[config.mk]
export PLATFORM = sky130hd
export DESIGN_NAME = pyro_channel_fire_controller
export DESIGN_NICKNAME = d
export VERILOG_FILES = /design/src/rtl/core/pcfc_pkg.sv /design/src/rtl/core/pcfc_decode.sv /design/src/rtl/core/pcfc_cmd_queue.sv /design/src/rtl/core/pcfc_exec.sv /design/src/rtl/core/pyro_channel_fire_controller.sv
export SDC_FILE = /design/constraint.sdc
export NUM_CORES = 1
export LEC_CHECK = 0
export BUFFER_PORTS_ARGS = -buffer_cell sky130_fd_sc_hd__buf_2
export CORE_MARGIN = 4
export CORE_UTILIZATION = 55
export CTS_CLUSTER_DIAMETER = 40
export CTS_CLUSTER_SIZE = 24
export DETAILED_ROUTE_END_ITERATION = 8
export PLACE_DENSITY = 0.83
export SKIP_CTS_REPAIR_TIMING = 1
export SYNTH_ARGS = -nofsm -noshare
export SYNTH_HDL_FRONTEND = slang
export SYNTH_SLANG_ARGS = --single-unit
[constraint.sdc]
create_clock -name i_clk -period 4.4 [get_ports i_clk]
set_clock_uncertainty 0.2 [all_clocks]
set_input_delay 0.66 -clock i_clk [delete_from_list [all_inputs] [get_ports i_clk]]
set_output_delay 0.66 -clock i_clk [all_outputs]
set_load 0.05 [all_outputs]
[src/rtl/core/pcfc_pkg.sv]
`timescale 1ns / 1ps
// ----------------------------------------------------------------------------
// pcfc_pkg: shared types and constants of the pyro channel fire controller
// Opcodes, channel states, command record passed from the decoder to the
// execution unit, register indexes and mode codes.
// ----------------------------------------------------------------------------
package pcfc_pkg;

    localparam int MAX_CH    = 4;
    localparam int CH_IDX_W  = 2;
    localparam int TICK_W    = 16;
    localparam int SAMPLE_W  = 12;

    // command queue between decoder and execution unit
    localparam int Q_DEPTH   = 2;
    localparam int Q_PTR_W   = 1;
    localparam int Q_CNT_W   = 2;

    typedef enum logic [2:0] {
        OP_TICK    = 3'd0,
        OP_ARM     = 3'd1,
        OP_DISARM  = 3'd2,
        OP_FIRE    = 3'd3,
        OP_ESTOP   = 3'd4,
        OP_RESET   = 3'd5,
        OP_CONT    = 3'd6,
        OP_QUERY   = 3'd7
    } t_opcode;

    typedef enum logic [1:0] {
        ST_SAFE    = 2'd0,
        ST_ARMED   = 2'd1,
        ST_FIRING  = 2'd2,
        ST_FIRED   = 2'd3
    } t_chan_st;

    localparam logic [2:0] CS_INVALID = 3'd4;

    // arm switch modes; code 3 never arms
    localparam logic [1:0] ARM_SW_NONE = 2'd0;
    localparam logic [1:0] ARM_SW_HIGH = 2'd1;
    localparam logic [1:0] ARM_SW_LOW  = 2'd2;

    // continuity sense modes; code 3 acts as none
    localparam logic [1:0] SENSE_DIGITAL = 2'd1;
    localparam logic [1:0] SENSE_ANALOG  = 2'd2;

    // register indexes (byte address / 4)
    localparam logic [2:0] REG_FIRE_TIME0 = 3'd0;
    localparam logic [2:0] REG_FIRE_TIME3 = 3'd3;
    localparam logic [2:0] REG_THRESHOLD  = 3'd4;
    localparam logic [2:0] REG_SENSE_MODE = 3'd5;
    localparam logic [2:0] REG_ARM_MODE   = 3'd6;

    typedef logic [MAX_CH-1:0][TICK_W-1:0] t_fire_times;

    // decoded command
    typedef struct packed {
        t_opcode              op;
        logic [CH_IDX_W-1:0]  idx;
        logic                 ok;       // channel below channel count
        logic                 arm_ok;   // arm switch active
        logic                 cont_wr;  // continuity store takes a new bit
        logic                 cont_val; // that bit
        logic                 cb_en;    // addressed channel has sensing
    } t_cmd;

endpackage

[src/rtl/core/pcfc_decode.sv]
`timescale 1ns / 1ps
// ----------------------------------------------------------------------------
// pcfc_decode: front end
// Accepts input transfers and turns them into commands for the queue:
// channel check, arm switch gating and continuity evaluation.
// ----------------------------------------------------------------------------
module pcfc_decode import pcfc_pkg::*; #(
    parameter int NUM_CHANNELS = 4
) (
    input  logic                 i_valid,
    output logic                 o_stall,
    input  logic [2:0]           i_opcode,
    input  logic [3:0]           i_channel,
    input  logic                 i_arm_switch_level,
    input  logic [SAMPLE_W-1:0]  i_adc_sample,
    input  logic                 i_sample_valid,
    input  logic                 i_digital_level,
    input  logic [SAMPLE_W-1:0]  i_threshold,
    input  logic [7:0]           i_sense_mode,
    input  logic [1:0]           i_arm_mode,
    input  logic                 i_q_full,
    output logic                 o_push,
    output t_cmd                 o_cmd
);

    logic [CH_IDX_W-1:0] idx;
    logic [1:0]          mode;

    assign o_stall = i_q_full;
    assign o_push  = i_valid && !i_q_full;

    assign idx  = i_channel[CH_IDX_W-1:0];
    assign mode = i_sense_mode[{idx, 1'b0} +: 2];

    always_comb begin
        o_cmd     = '0;
        o_cmd.op  = t_opcode'(i_opcode);
        o_cmd.idx = idx;
        o_cmd.ok  = (i_channel < 4'(NUM_CHANNELS));
        case (i_arm_mode)
            ARM_SW_NONE: o_cmd.arm_ok = 1'b1;
            ARM_SW_HIGH: o_cmd.arm_ok = i_arm_switch_level;
            ARM_SW_LOW:  o_cmd.arm_ok = !i_arm_switch_level;
            default:     o_cmd.arm_ok = 1'b0;
        endcase
        o_cmd.cb_en    = (mode == SENSE_DIGITAL) || (mode == SENSE_ANALOG);
        o_cmd.cont_wr  = (mode == SENSE_DIGITAL) || ((mode == SENSE_ANALOG) && i_sample_valid);
        o_cmd.cont_val = (mode == SENSE_DIGITAL) ? i_digital_level
                                                 : (i_adc_sample > i_threshold);
    end

endmodule

[src/rtl/core/pcfc_cmd_queue.sv]
`timescale 1ns / 1ps
// ----------------------------------------------------------------------------
// pcfc_cmd_queue: command queue
// Small FIFO that decouples the decoder from the execution unit.
// ----------------------------------------------------------------------------
module pcfc_cmd_queue import pcfc_pkg::*; (
    input  logic  i_clk,
    input  logic  i_rst_n,
    input  logic  i_push,
    input  t_cmd  i_cmd,
    output logic  o_full,
    output logic  o_nempty,
    input  logic  i_pop,
    output t_cmd  o_cmd
);

    t_cmd                r_mem [Q_DEPTH];
    logic [Q_PTR_W-1:0]  r_wptr, n_wptr;
    logic [Q_PTR_W-1:0]  r_rptr, n_rptr;
    logic [Q_CNT_W-1:0]  r_count, n_count;

    assign o_full   = (r_count == Q_CNT_W'(Q_DEPTH));
    assign o_nempty = (r_count != '0);
    assign o_cmd    = r_mem[r_rptr];

    always_comb begin
        n_wptr  = r_wptr + (i_push ? Q_PTR_W'(1) : '0);
        n_rptr  = r_rptr + (i_pop ? Q_PTR_W'(1) : '0);
        n_count = r_count + (i_push ? Q_CNT_W'(1) : '0) - (i_pop ? Q_CNT_W'(1) : '0);
    end

    always_ff @(posedge i_clk) begin
        if (!i_rst_n) begin
            r_wptr  <= '0;
            r_rptr  <= '0;
            r_count <= '0;
        end else begin
            r_wptr  <= n_wptr;
            r_rptr  <= n_rptr;
            r_count <= n_count;
        end
    end

    always_ff @(posedge i_clk) begin
        if (i_push) begin
            r_mem[r_wptr] <= i_cmd;
        end
    end

endmodule

[src/rtl/core/pcfc_exec.sv]
`timescale 1ns / 1ps
// ----------------------------------------------------------------------------
// pcfc_exec: back end
// Holds the channel state, applies one command per cycle while the result
// register is free of a stalled result, and registers the result transfer.
// ----------------------------------------------------------------------------
module pcfc_exec import pcfc_pkg::*; #(
    parameter int NUM_CHANNELS = 4
) (
    input  logic         i_clk,
    input  logic         i_rst_n,
    input  logic         i_q_nempty,
    input  t_cmd         i_cmd,
    output logic         o_pop,
    input  t_fire_times  i_fire_time,
    output logic         o_valid,
    input  logic         i_stall,
    output logic         o_status,
    output logic [3:0]   o_fire_outputs,
    output logic [2:0]   o_chan_state,
    output logic         o_arm_flag,
    output logic [3:0]   o_continuity_mask,
    output logic         o_continuity_bit
);

    t_chan_st            r_st   [NUM_CHANNELS];
    t_chan_st            n_st   [NUM_CHANNELS];
    logic [TICK_W-1:0]   r_el   [NUM_CHANNELS];
    logic [TICK_W-1:0]   n_el   [NUM_CHANNELS];
    logic [NUM_CHANNELS-1:0] r_cont, n_cont;
    logic                r_armed, n_armed;

    logic                r_out_valid;
    logic                r_status,  n_status;
    logic [3:0]          r_fo,      n_fo;
    logic [2:0]          r_cs,      n_cs;
    logic [3:0]          r_cm,      n_cm;
    logic                r_cb,      n_cb;

    t_chan_st            cur_st;
    logic                out_free;

    assign out_free = !r_out_valid || !i_stall;
    assign o_pop    = i_q_nempty && out_free;

    // state of the addressed channel before the command
    always_comb begin
        cur_st = ST_SAFE;
        for (int c = 0; c < NUM_CHANNELS; c++) begin
            if (i_cmd.idx == CH_IDX_W'(c)) begin
                cur_st = r_st[c];
            end
        end
    end

    always_comb begin
        logic [TICK_W-1:0] inc;
        logic              sel;
        n_armed  = r_armed;
        n_cont   = r_cont;
        n_status = 1'b0;
        inc      = '0;
        sel      = 1'b0;
        for (int c = 0; c < NUM_CHANNELS; c++) begin
            n_st[c] = r_st[c];
            n_el[c] = r_el[c];
        end

        case (i_cmd.op)
            OP_ARM: begin
                n_status = !i_cmd.arm_ok;
                if (i_cmd.arm_ok) begin
                    n_armed = 1'b1;
                end
            end
            OP_DISARM, OP_ESTOP: n_armed = 1'b0;
            OP_FIRE: n_status = !(i_cmd.ok && cur_st == ST_ARMED && r_armed);
            OP_RESET, OP_CONT, OP_QUERY: n_status = !i_cmd.ok;
            default: n_status = 1'b0;
        endcase

        for (int c = 0; c < NUM_CHANNELS; c++) begin
            sel = i_cmd.ok && (i_cmd.idx == CH_IDX_W'(c));
            inc = (r_el[c] == '1) ? r_el[c] : r_el[c] + TICK_W'(1);
            case (i_cmd.op)
                OP_TICK: begin
                    if (r_st[c] == ST_FIRING) begin
                        n_el[c] = inc;
                        if (inc >= i_fire_time[c]) begin
                            n_st[c] = ST_FIRED;
                        end
                    end
                end
                OP_ARM: begin
                    if (i_cmd.arm_ok && r_st[c] == ST_SAFE) begin
                        n_st[c] = ST_ARMED;
                    end
                end
                OP_DISARM: begin
                    if (r_st[c] == ST_ARMED || r_st[c] == ST_FIRING) begin
                        n_st[c] = ST_SAFE;
                    end
                end
                OP_FIRE: begin
                    if (sel && r_st[c] == ST_ARMED && r_armed) begin
                        n_st[c] = ST_FIRING;
                        n_el[c] = '0;
                    end
                end
                OP_ESTOP: n_st[c] = ST_SAFE;
                OP_RESET: begin
                    if (sel) begin
                        n_st[c] = ST_SAFE;
                        n_el[c] = '0;
                    end
                end
                OP_CONT: begin
                    if (sel && i_cmd.cont_wr) begin
                        n_cont[c] = i_cmd.cont_val;
                    end
                end
                default: ;
            endcase
        end
    end

    // result fields, taken from the state after the command
    always_comb begin
        n_fo = '0;
        n_cm = '0;
        n_cs = CS_INVALID;
        n_cb = 1'b0;
        for (int c = 0; c < NUM_CHANNELS; c++) begin
            n_fo[c] = (n_st[c] == ST_FIRING);
            n_cm[c] = n_cont[c];
            if (i_cmd.ok && i_cmd.idx == CH_IDX_W'(c)) begin
                n_cs = {1'b0, n_st[c]};
                n_cb = i_cmd.cb_en && n_cont[c];
            end
        end
    end

    always_ff @(posedge i_clk) begin
        if (!i_rst_n) begin
            for (int c = 0; c < NUM_CHANNELS; c++) begin
                r_st[c] <= ST_SAFE;
                r_el[c] <= '0;
            end
            r_cont      <= '0;
            r_armed     <= 1'b0;
            r_out_valid <= 1'b0;
        end else begin
            if (o_pop) begin
                for (int c = 0; c < NUM_CHANNELS; c++) begin
                    r_st[c] <= n_st[c];
                    r_el[c] <= n_el[c];
                end
                r_cont      <= n_cont;
                r_armed     <= n_armed;
                r_out_valid <= 1'b1;
            end else if (!i_stall) begin
                r_out_valid <= 1'b0;
            end
        end
    end

    always_ff @(posedge i_clk) begin
        if (o_pop) begin
            r_status <= n_status;
            r_fo     <= n_fo;
            r_cs     <= n_cs;
            r_cm     <= n_cm;
            r_cb     <= n_cb;
        end
    end

    assign o_valid             = r_out_valid;
    assign o_status            = r_status;
    assign o_fire_outputs      = r_fo;
    assign o_chan_state        = r_cs;
    assign o_arm_flag          = r_armed;
    assign o_continuity_mask   = r_cm;
    assign o_continuity_bit    = r_cb;

endmodule

[src/rtl/core/pyro_channel_fire_controller.sv]
`timescale 1ns / 1ps
// ----------------------------------------------------------------------------
// pyro_channel_fire_controller: multi-channel pyro firing controller
// Per-channel safe/armed/firing/fired sequencing with global arming,
// millisecond firing timers and continuity sensing.
// ----------------------------------------------------------------------------
//
//  channel   direction  handshake            payload
//  -------   ---------  -------------------  ---------------------------------
//  command   in         i_valid / o_stall    opcode, channel, switch, adc,...
//  result    out        o_valid / i_stall    status, fire outputs, state,...
//  config    in         APB psel/penable     seven registers at 4*index
//
//  One transfer per cycle sustained while the result side does not stall; a
//  command is decoded into the queue at its transfer edge and executed from
//  the queue into the result register once that register is free.
//  The execution unit updates all channels in parallel with one 16-bit
//  increment and compare per channel.
//  Synchronous active-low reset: all channels safe, timers and continuity
//  cleared, registers at their defaults. No clearing pass.
//  A stalled result holds in the output register; the two-entry queue keeps
//  taking commands until it fills, then o_stall rises.
//
// ----------------------------------------------------------------------------
module pyro_channel_fire_controller import pcfc_pkg::*; #(
    parameter int NUM_CHANNELS = 4
) (
    input  logic                 i_clk,
    input  logic                 i_rst_n,
    // command channel
    input  logic                 i_valid,
    output logic                 o_stall,
    input  logic [2:0]           i_opcode,
    input  logic [3:0]           i_channel,
    input  logic                 i_arm_switch_level,
    input  logic [SAMPLE_W-1:0]  i_adc_sample,
    input  logic                 i_sample_valid,
    input  logic                 i_digital_level,
    // result channel
    output logic                 o_valid,
    input  logic                 i_stall,
    output logic                 o_status,
    output logic [3:0]           o_fire_outputs,
    output logic [2:0]           o_chan_state,
    output logic                 o_arm_flag,
    output logic [3:0]           o_continuity_mask,
    output logic                 o_continuity_bit,
    // configuration port
    input  logic                 psel,
    input  logic                 penable,
    input  logic                 pwrite,
    input  logic [4:0]           paddr,
    input  logic [31:0]          pwdata,
    output logic [31:0]          prdata,
    output logic                 pready
);

    // ---- configuration registers ----
    t_fire_times           r_fire_time;
    logic [SAMPLE_W-1:0]   r_threshold;
    logic [7:0]            r_sense_mode;
    logic [1:0]            r_arm_mode;

    logic [2:0]            reg_idx;
    logic                  reg_wr;

    assign pready  = 1'b1;
    assign reg_idx = paddr[4:2];
    assign reg_wr  = psel && penable && pwrite;

    always_ff @(posedge i_clk) begin
        if (!i_rst_n) begin
            for (int c = 0; c < MAX_CH; c++) begin
                r_fire_time[c] <= TICK_W'(1000);
            end
            r_threshold  <= SAMPLE_W'(2048);
            r_sense_mode <= '0;
            r_arm_mode   <= ARM_SW_NONE;
        end else if (reg_wr) begin
            if (reg_idx inside {[REG_FIRE_TIME0:REG_FIRE_TIME3]}) begin
                r_fire_time[reg_idx[CH_IDX_W-1:0]] <= pwdata[TICK_W-1:0];
            end else if (reg_idx == REG_THRESHOLD) begin
                r_threshold <= pwdata[SAMPLE_W-1:0];
            end else if (reg_idx == REG_SENSE_MODE) begin
                r_sense_mode <= pwdata[7:0];
            end else if (reg_idx == REG_ARM_MODE) begin
                r_arm_mode <= pwdata[1:0];
            end
        end
    end

    always_comb begin
        prdata = '0;
        if (reg_idx inside {[REG_FIRE_TIME0:REG_FIRE_TIME3]}) begin
            prdata = {16'd0, r_fire_time[reg_idx[CH_IDX_W-1:0]]};
        end else if (reg_idx == REG_THRESHOLD) begin
            prdata = {20'd0, r_threshold};
        end else if (reg_idx == REG_SENSE_MODE) begin
            prdata = {24'd0, r_sense_mode};
        end else if (reg_idx == REG_ARM_MODE) begin
            prdata = {30'd0, r_arm_mode};
        end
    end

    // ---- front: decode into the queue ----
    t_cmd  dec_cmd;
    t_cmd  q_cmd;
    logic  q_push, q_pop, q_full, q_nempty;

    pcfc_decode #(
        .NUM_CHANNELS (NUM_CHANNELS)
    ) u_decode (
        .i_valid            (i_valid),
        .o_stall            (o_stall),
        .i_opcode           (i_opcode),
        .i_channel          (i_channel),
        .i_arm_switch_level (i_arm_switch_level),
        .i_adc_sample       (i_adc_sample),
        .i_sample_valid     (i_sample_valid),
        .i_digital_level    (i_digital_level),
        .i_threshold        (r_threshold),
        .i_sense_mode       (r_sense_mode),
        .i_arm_mode         (r_arm_mode),
        .i_q_full           (q_full),
        .o_push             (q_push),
        .o_cmd              (dec_cmd)
    );

    pcfc_cmd_queue u_queue (
        .i_clk    (i_clk),
        .i_rst_n  (i_rst_n),
        .i_push   (q_push),
        .i_cmd    (dec_cmd),
        .o_full   (q_full),
        .o_nempty (q_nempty),
        .i_pop    (q_pop),
        .o_cmd    (q_cmd)
    );

    // ---- back: channel state and result register ----
    pcfc_exec #(
        .NUM_CHANNELS (NUM_CHANNELS)
    ) u_exec (
        .i_clk               (i_clk),
        .i_rst_n             (i_rst_n),
        .i_q_nempty          (q_nempty),
        .i_cmd               (q_cmd),
        .o_pop               (q_pop),
        .i_fire_time         (r_fire_time),
        .o_valid             (o_valid),
        .i_stall             (i_stall),
        .o_status            (o_status),
        .o_fire_outputs      (o_fire_outputs),
        .o_chan_state        (o_chan_state),
        .o_arm_flag          (o_arm_flag),
        .o_continuity_mask   (o_continuity_mask),
        .o_continuity_bit    (o_continuity_bit)
    );

endmodule

==> reports/summary.md <==
• **area taken by multi-input logic gates** 0.00651 mm²
• **internal power** 0.00534 W
• **total DRC errors in the routed layout** 0
• **IR Drop Worst-Case VDD** 0.369 mV
• **worst slew pin tran** 988 ps
• **standard cell core area** 0.0218 mm²
• **Relative slew margins** 0.340
• **max_cap viols** 0
• **count of final hold-check violations** 0
• **Wirelength per Cell** 19.3 µm
• **Num CTS Buffers** 34
• **Final ANT Viol Nets** 0
• **drt pass-1 iters** 6
• **Site Rows** 54
• **IO Count** 115
• **most frequently used cell type in the post-synthesis netlist** nand2_1
• **wire length of the first global-routing pass** 52.1 mm
• **Layout Area Growth over Synthesis** 14.7%
• **post-synthesis cell type with the largest combined area** edfxtp_1
• **DRT Wirelength** 32.8 mm
• **number of buffers on the longest clock path** 3
• **sw power** 0.00310 W
• **fraction of the yosys area taken by sequential cells** 0.417
• **power share of the clock group** 0.318
• **maximum operating frequency** 234 MHz
• **worst endpoint data arrival time** 4320 ps
• **biggest fanout along the worst timing path** 6
• **count of buffers inserted at the top-level ports** 79
• **pin count of the biggest net entering global routing** 71
• **worst hold slack** 147 ps
• **Worst Hold Class** input port to register
• **type of destination of the critical path** register
• **CTS tree** yes
• **synthesized netlist cell count** 1311
• **share of post-route cells with drive strength above 1** 0.152
• **Pwr per Cell Area** 601 mW/mm²
• **element type at the critical path start** register
• **final setup vio count** 0
• **via total after detailed routing** 10.3k
• **GRT Resource Usage Total** 0.265
• **switching share of power** 0.367
• **Antenna Cells** 0
• **fraction of synthesis flops using an asynchronous set or reset pin** 0
• **Warnings, synthesis** 0
• **Worst Setup Path Type** register to register
• **number of global-route vias before repair** 10.1k
• **clock latency on the worst-skew pair** 510 ps
• **clock period minus worst slack** 4270 ps
• **number of H-tree branching levels** 2
• **half-perimeter wire length after detailed placement** 23.3 mm
• **top post-synthesis cells by area** edfxtp_1 26%, dfxtp_1 16%, ha_1 8.8%
• **relative contribution of combinational cells to total power** 0.327
• **number of enable-type register cells in the synthesized netlist** 105
• **mean area per synthesized cell** 9.33 µm²
• **distinct cell type count after synthesis** 82
• **clock slew at reported path FFs** 50 ps
• **required time at the endpoint of the critical path** 4450 ps
• **gr ovfl total** 0
• **number of max-slew violations in the final report** 0
• **TritonCTS Sinks** 202
• **final cell utilization of the core** 0.643
• **FF/Latch Area** 0.00509 mm²
• **placer's final routability congestion estimate** 0.954
• **number of design-rule violations left by the first detailed-router iteration** 880
• **antenna violations before repair** 0
• **Starting Density** 0.560
• **final cycle utilization of the critical path** 0.970
• **Die Footprint** 0.0247 mm²
• **post-synthesis instance area** 0.0122 mm²
• **most common library cells after synthesis** 207 x nand2_1, 117 x a21oi_1, 105 x edfxtp_1
• **die outline width** 157 µm
• **status** finished, final reports clean
• **root buffer cell** clkbuf_16
• **fraction of synthesized cell area taken by the top area cell type** 0.258
• **Seq cells post-synth** 202
• **final net count** 1549
• **predominant post-synthesis flop cell** edfxtp_1
• **post-detailed-route via-to-cell ratio** 6.05
• **Die Ht** 157 µm
• **Filler Cells Inserted** 1704
• **LEAKAGE** 5.60 nW
• **sequential cell fraction of total power** 0.355
-- area by class of cell --
cell class | count | share of cell area
clock buffer | 51 | 0.0762
clock inverter | 11 | 0.00713
inverter | 102 | 0.0273
multi-input combinational | 960 | 0.464
sequential | 202 | 0.363
tap | 280 | 0.0250
timing repair buffer | 97 | 0.0378
-- cells by family (layout without fill, tap and decap cells) --
family	Yosys count	count (layout)	share of synthesized area
AOI/OAI and AO/OA	270	270	0.141
xor gates and xnor gates	47	47	0.0337
adders and majority gates	86	86	0.0880
buffers and inverters	164	261	0.0582
DFF	202	202	0.417
muxes	58	58	0.0695
other	2	17	0.000614
and+or+nand+nor	482	482	0.193
-- path summary, 6_finish.rpt --
path / startpoint / endpoint / slack, ps / cells after the start
min reg2reg: r_fire_time[17] / r_fire_time[17] / 260 / 2
max: u_exec.r_el[1][0] / u_exec.o_chan_state[0] / 130 / 15
min: i_opcode[0] / u_queue.r_mem[0][7] / 150 / 1
max reg2reg: u_exec.r_el[1][0] / u_exec.o_chan_state[0] / 130 / 15
-- state kept, by name, summed over array words and instances (netlist names), 2 cells and up, named ones only --
register,count
r_arm_mode,2
r_fire_time,64
r_sense_mode,8
r_threshold,12
u_exec.o_chan_state,3
u_exec.o_continuity_mask,4
u_exec.o_fire_outputs,4
u_exec.r_cont,4
u_exec.r_el,64
u_exec.r_st,8
u_queue.r_count,2
u_queue.r_mem,20
-- metal layers --
| layer | global-route usage | part of all wire | vias up |
|---|---|---|---|
| li1 | - | - | 4829 |
| met1 | 0.338 | 0.39 | 4873 |
| met2 | 0.429 | 0.47 | 498 |
| met3 | 0.0547 | 0.090 | 106 |
| met4 | 0.133 | 0.049 | 0 |
| met5 | 0 | 0 | - |
-- through the flow --
stage               instance area [µm²]  worst slack [ps]  TNS [ps]  cells  power, W
floorplan                         12300               471         0   1326   0.00494
global placement                  12800               237         0   1640   0.00558
detailed placement                12800               181         0   1640   0.00569
CTS                               14000               177         0   1702   0.00840
global route                      14000             -6.88     -6.88   1703   0.00891
finish                            14000               133         0   1703   0.00843
-- power groups by stage --
stage	clock network, W	logic [W]	registers, W
2_1_floorplan	0	0.00184	0.00310
3_3_place_gp	0	0.00260	0.00298
3_5_place_dp	0	0.00269	0.00301
4_1_cts	0.00270	0.00272	0.00299
5_1_grt	0.00279	0.00305	0.00306
6_report	0.00268	0.00276	0.00299
-- cells in the final DEF, fill, tap and decap left out, drive strengths merged, types with 4 or more instances in the layout --
| cell | instances |
|---|---|
| o22ai | 11 |
| a21o | 9 |
| nor2b | 59 |
| a31oi | 9 |
| inv | 106 |
| dfxtp | 97 |
| conb | 17 |
| clkbuf | 51 |
| edfxtp | 105 |
| nor2 | 78 |
| o211ai | 28 |
| a2111oi | 5 |
| nor3 | 18 |
| nor4 | 8 |
| a211oi | 11 |
| or2 | 4 |
| o211a | 6 |
| nand2b | 13 |
| and3 | 13 |
| nand3 | 32 |
| xor2 | 17 |
| mux4 | 18 |
| o21ai | 39 |
| and2 | 7 |
| mux2i | 24 |
| a21oi | 117 |
| mux2 | 16 |
| xnor2 | 30 |
| buf | 97 |
| nand4 | 20 |
| ha | 86 |
| clkinv | 5 |
| and4 | 7 |
| nor3b | 5 |
| nand2 | 208 |
-- worst max-delay path: stages, from the launching register on --
cell	delay [ps]
edfxtp_1	390
ha_1	210
nand2_1	60
or2_1	300
nor4_4	370
nor2_1	120
and3_1	220
xor2_1	170
ha_1	190
a21o_1	150
a221o_1	310
a21oi_1	160
o21ai_0	320
a32oi_2	380
o221ai_1	170
o22a_1	270
(Power assumes the default switching activity.)
